[src/rtl/core/ipid_pkg.sv]
// ----------------------------------------------------------------------------
// ipid_pkg
// Shared widths, register indexes, reset values and payload types of the
// incremental PID controller core.
// ----------------------------------------------------------------------------
package ipid_pkg;

  localparam int unsigned DataW    = 16;
  localparam int unsigned GainW    = 16;
  localparam int unsigned ErrW     = DataW + 1;  // target - measured
  localparam int unsigned DpW      = ErrW + 1;   // first difference
  localparam int unsigned DdW      = ErrW + 2;   // second difference
  localparam int unsigned ProdW    = GainW + 1 + DdW;
  localparam int unsigned SumW     = ProdW + 2;
  localparam int unsigned CfgIdxW  = 3;
  localparam int unsigned CfgDataW = 16;

  typedef enum logic [CfgIdxW-1:0] {
    RegPropGain   = 3'd0,
    RegIntegGain  = 3'd1,
    RegDerivGain  = 3'd2,
    RegDriveUpper = 3'd3,
    RegDriveLower = 3'd4
  } ipid_reg_e;

  localparam logic [GainW-1:0]        PropGainRst   = 16'd2176;
  localparam logic [GainW-1:0]        IntegGainRst  = 16'd230;
  localparam logic [GainW-1:0]        DerivGainRst  = 16'd0;
  localparam logic signed [DataW-1:0] DriveUpperRst = {1'b0, {(DataW-1){1'b1}}};
  localparam logic signed [DataW-1:0] DriveLowerRst = {1'b1, {(DataW-1){1'b0}}};

  typedef struct packed {
    logic [GainW-1:0]        prop_gain;
    logic [GainW-1:0]        integ_gain;
    logic [GainW-1:0]        deriv_gain;
    logic signed [DataW-1:0] drive_upper;
    logic signed [DataW-1:0] drive_lower;
  } ipid_cfg_t;

  typedef struct packed {
    logic signed [DataW-1:0] measured;
    logic signed [DataW-1:0] target;
    logic                    clear_history;
  } ipid_in_t;

  typedef struct packed {
    logic signed [DataW-1:0] drive;
    logic                    clipped;
  } ipid_out_t;

  typedef struct packed {
    logic                    clr;
    logic signed [ProdW-1:0] p_prop;
    logic signed [ProdW-1:0] p_integ;
    logic signed [ProdW-1:0] p_deriv;
  } ipid_prod_t;

endpackage

[src/rtl/core/ipid_cfg_regs.sv]
// ----------------------------------------------------------------------------
// ipid_cfg_regs
// Gain and drive limit registers, written through a plain index/data port.
// ----------------------------------------------------------------------------
module ipid_cfg_regs (
  input  logic                           clk_i,
  input  logic                           rst_ni,
  input  logic                           cfg_we_i,
  input  logic [ipid_pkg::CfgIdxW-1:0]   cfg_idx_i,
  input  logic [ipid_pkg::CfgDataW-1:0]  cfg_data_i,
  output ipid_pkg::ipid_cfg_t            cfg_o
);
  import ipid_pkg::*;

  ipid_cfg_t cfg_q, cfg_d;

  always_comb begin
    cfg_d = cfg_q;
    if (cfg_we_i) begin
      case (ipid_reg_e'(cfg_idx_i))
        RegPropGain:   cfg_d.prop_gain   = cfg_data_i[GainW-1:0];
        RegIntegGain:  cfg_d.integ_gain  = cfg_data_i[GainW-1:0];
        RegDerivGain:  cfg_d.deriv_gain  = cfg_data_i[GainW-1:0];
        RegDriveUpper: cfg_d.drive_upper = cfg_data_i[DataW-1:0];
        RegDriveLower: cfg_d.drive_lower = cfg_data_i[DataW-1:0];
        default: ;  // drop writes beyond the register list
      endcase
    end
  end

  always_ff @(posedge clk_i or negedge rst_ni) begin
    if (!rst_ni) begin
      cfg_q.prop_gain   <= PropGainRst;
      cfg_q.integ_gain  <= IntegGainRst;
      cfg_q.deriv_gain  <= DerivGainRst;
      cfg_q.drive_upper <= DriveUpperRst;
      cfg_q.drive_lower <= DriveLowerRst;
    end else begin
      cfg_q <= cfg_d;
    end
  end

  assign cfg_o = cfg_q;

endmodule

[config.mk]
export PLATFORM = sky130hd
export DESIGN_NAME = ipid_cfg_regs
export DESIGN_NICKNAME = d
export VERILOG_FILES = /design/src/rtl/core/ipid_pkg.sv /design/src/rtl/core/ipid_cfg_regs.sv
export SDC_FILE = /design/constraint.sdc
export NUM_CORES = 1
export LEC_CHECK = 0
export BUFFER_PORTS_ARGS = -buffer_cell sky130_fd_sc_hd__buf_2
export CAP_MARGIN = 20
export CORE_ASPECT_RATIO = 1.5
export CORE_MARGIN = 2
export CORE_UTILIZATION = 54
export CTS_CLUSTER_SIZE = 24
export DETAILED_ROUTE_END_ITERATION = 12
export HOLD_SLACK_MARGIN = 0.1
export PLACE_DENSITY = 0.86
export SETUP_SLACK_MARGIN = 0.05
export SYNTH_ARGS = -nofsm -noshare
export SYNTH_HDL_FRONTEND = slang
export SYNTH_SLANG_ARGS = --single-unit
[constraint.sdc]
create_clock -name clk_i -period 1.6 [get_ports clk_i]
set_clock_uncertainty 0.2 [all_clocks]
set_input_delay 0.16 -clock clk_i [delete_from_list [all_inputs] [get_ports clk_i]]
set_output_delay 0.16 -clock clk_i [all_outputs]
set_load 0.005 [all_outputs]
-- Word level (Yosys, flattened, before mapping)
Index checks and enable logic that the tools add are counted.
- ROM bits: 0
- bits in latches: 0
- logic and storage cells: 15
- output and inout port bits: 80
- memories: 0
- register bits: 80
- bits in writable memories: 0
- input port bits: 22
- bitwise gates (word level): 0
- add/sub/neg operators: 0
- reduce and logical (&&, ||, !) cells: 6
- order comparisons: 0
- multipliers: 0
- divide/modulo/power cells: 0
- shift-type cells: 0
- equality and inequality tests: 4
- mux-type cells: 0
- operators by type and width (kind ; count):
    $reduce_and 2->1 ; 5
    $eq 3x2->1 const B ; 2
    $eq 3x1->1 const B ; 1
    $eq 3x3->1 const B ; 1
    $logic_not 3->1 ; 1

-- Longest topological paths before layout
- word-level depth: 2
- depth in mapped cells: 4
- mapped depth without buffers: 2

-- Least setup slack after synthesis
OpenSTA, ideal clock, no wires.
- kind: input to register
- start: in cfg_idx_i[0] (netlist bit)
- end: reg cfg_q (netlist bit cfg_o[64])
- library setup time: 0.125 ns
- slack: 0.155 ns
- required time: 1.275 ns
- stages on the path: 3
- data arrival time: 1.120 ns
- path buffers: 1
- path through: nor4b_4 -> buf_6 -> mux2_2
- longest elaborated chain between the ends: 2
- ends and longest elaborated chain (item ; line ; text):
    start, declared ; ipid_cfg_regs.sv:9 ; input logic [ipid_pkg::CfgIdxW-1:0] cfg_idx_i,
    $logic_not 3->1 ; ipid_cfg_regs.sv:20 ; case (ipid_reg_e'(cfg_idx_i))
    $reduce_and 2->1 (no source line) ; -- ;
    end signal, assigned ; ipid_cfg_regs.sv:39 ; cfg_q <= cfg_d;
    end, declared ; ipid_cfg_regs.sv:15 ; ipid_cfg_t cfg_q, cfg_d;
No other way between the ends.
A chain may end at the register's enable or synchronous reset.

-- Final worst setup path
- start: reg cfg_q (netlist bit cfg_o[20])
- end: out cfg_o[20] (netlist bit)
- RTL lines (item ; line ; text):
    end, declared ; ipid_cfg_regs.sv:11 ; output ipid_pkg::ipid_cfg_t cfg_o
No word-level cell between the ends.

==> impl_results.md <==
- Global route total overflow: 0
- Cell Area, Synth: 0.00308 mm²
- Final core occ: 0.745
- Hold WC Path Type: in -> reg
- Die width: around 66 µm
- Psw: about 0.0013 W
- Element type at the critical path end: primary output
- Placer Congestion: approximately 0.67
- Max reg flops: 80
- H-tree Lvls: 3
- Drt drc: 0
- Area Overhead vs Synth: 32.8%
- Avg Cell Area, Syn: around 18 µm²
- Post-Layout Cell Count: approximately 380
- Total wire length: 6370 µm
- Internal power of the cells: slightly below 0.004 W
- Drt wl/cell: ~17 µm
- DIE AREA: roughly 0.0063 mm²
- Crit share post-route: 0.845
- Clk_lat worst skew: between 300 and 400 ps
- Slew @ Worst Pin: 303 ps
- # rows: 33
- Synth Warn #: 0
- Final min period: 1350 ps
- Crit-path cells: buf_2
- CP max stage delay: roughly 540 ps
- Final setup fails: 0
- TritonCTS clock tree: built
- Post-synth net total: between 150 and 200
- CTS Buf Count: 9
- Vias in the first global route: ~2000
- Post-detail-place hpwl: about 4300 µm
- Most frequent cells in the layout: 100 x buf_2, 80 x mux2_2, 57 x dfrtp_1
- Layout cell share with drive strength beyond 1: 0.752
- Die height: 96.5 µm
- PortBufs: approximately 100
- Initial antenna violation count: 0
- Slew headroom: 0.798
- Final hold violations: 0
- Worst vdd rail ir drop: approximately 850 µV
- Cells after synthesis: between 150 and 200
- Routed Antenna Nets: 0
- Area of placed instances: 0.00374 mm²
- Sequential share of power: 0.532
- #FFs+latches synth: 80
- Req. time, crit path: 1240 ps
- Crit start category: flip-flop
- Critical path's top delay family: flip-flops
- Clock slew at reported path FFs: 80 ps
- NumNets Final: around 320
- CTS Sinks: 80
- # diodes: 0
- Sw Ratio: 0.255
- DR vias: 1932
- Critical path buffer and inverter count: 1
- Final setup TNS: 0 ps
- Synth unique cells: 10
- RSZ-0062 raised after global routing: false
- Final Instance Area: between 0.004 and 0.005 mm²
- Crit path max fanout: 2
- Clk pwr share: 0.249
- Arrival time worst endpoint: ~990 ps
- Status: finished, final reports clean
- Pre-antenna DRT Iters: 4
- Top Ports: 102
- Most common cell after layout, fill and taps aside: buf_2
- DR vias/cell: 5.14
- Crit path kind: reg -> out
- R2R Setup Slk: between 600 and 700 ps
- Fill cells: 341
- Max-slew violation count: 0
- Max-Cap Viols: 0
- LEAKAGE: approximately 1.9 nW
- First-pass GRT wire length: 10000 µm
- Combinational fraction of design power: 0.219
- Largest net degree at the start of global routing: 52
- Violation count after the first detailed-route iteration: 86
- Max stage delay cell, worst path: dfstp_2
- Achievable Freq: 740 MHz
- Register area share after synthesis: 0.659
- Initial Utilization: 0.561
- Pwr dens: 1280 mW/mm²
- Cells after DPL: 343
- Core Region: 0.00549 mm²
- Gr usage total: 0.217
- CTS max path bufs: 2
- CTS root buf: clkbuf_8
==> cell usage after synthesis (all sizes together) <==
cell     n  area, µm²
nor4b    1       23.8
dfstp   23        604
and4bb   2       25.0
buf      8       73.8
mux2    80        901
nor4bb   1       10.0
dfrtp   57       1430
nand4b   1       15.0
==> final timing paths <==
check	from	end	depth (start not counted)
min	cfg_idx_i[1]	cfg_o[1]	3
max	cfg_o[20]	cfg_o[20]	1
min reg2reg	cfg_o[59]	cfg_o[59]	1
min in group asynchronous	rst_ni	cfg_o[60]	3
max reg2reg	cfg_o[41]	cfg_o[41]	1
max in group asynchronous	rst_ni	cfg_o[49]	3
==> power by group through the flow <==
stage / Clock, W / Sequential (W) / Combinational (W)
5_1_grt: 0.00143 / 0.00284 / 0.00126
2_1_floorplan: 0 / 0.00284 / 0.000434
3_3_place_gp: 0 / 0.00280 / 0.00109
4_1_cts: 0.00134 / 0.00279 / 0.00117
3_5_place_dp: 0 / 0.00282 / 0.00113
6_report: 0.00131 / 0.00279 / 0.00114
==> metal layers <==
metal / part of all wire / up-vias / wire (µm) / track usage
met1: 0.43 / 956 / 2710 / 0.268
met3: 0.071 / 6 / 452 / 0.0742
met5: 0 / - / 0 / 0
met2: 0.49 / 91 / 3150 / 0.353
li1: - / 879 / - / -
met4: 0.0088 / 0 / 56 / 0.0833
==> layout make-up <==
type	instances	area (µm²)	area share
multi-input combinational	85	990	0.242
clock buffer	13	159	0.0388
clock inverter	3	17.5	0.00428
tap	70	87.6	0.0214
timing repair buffer	125	806	0.197
sequential	80	2030	0.496
==> worst min-delay path, cell delays in order <==
cell      delay (ps)
buf_2            170
nor4bb_4          80
mux2_2           210
==> logic make-up after synthesis <==
kind of cell / count (synthesis) / synth area share
multiplexers: 80 / 0.293
flip-flops: 80 / 0.659
buffers and inverters: 8 / 0.0240
AND/OR/NAND/NOR: 5 / 0.0240
==> what timing repair did <==
item | 4_1_cts | 5_1_grt
hold buffers | 17 | 0
endpoints found under the setup margin | 0 | 0
buffers inserted | 0 | 0
hold endpoints to repair | 160 | 0
resized for setup | 0 | 0
==> metrics by stage <==
| stage | hold WS [ps] | setup WS [ps] | total power [W] |
|---|---|---|---|
| CTS | 103 | 238 | 0.00529 |
| global route | 117 | 208 | 0.00553 |
| floorplan | -336 | 155 | 0.00328 |
| detailed placement | -68.5 | 33.3 | 0.00396 |
| global placement | -68.8 | 63.3 | 0.00389 |
| finish | 120 | 249 | 0.00524 |
Note: power is estimated with default switching activity, not from simulation.
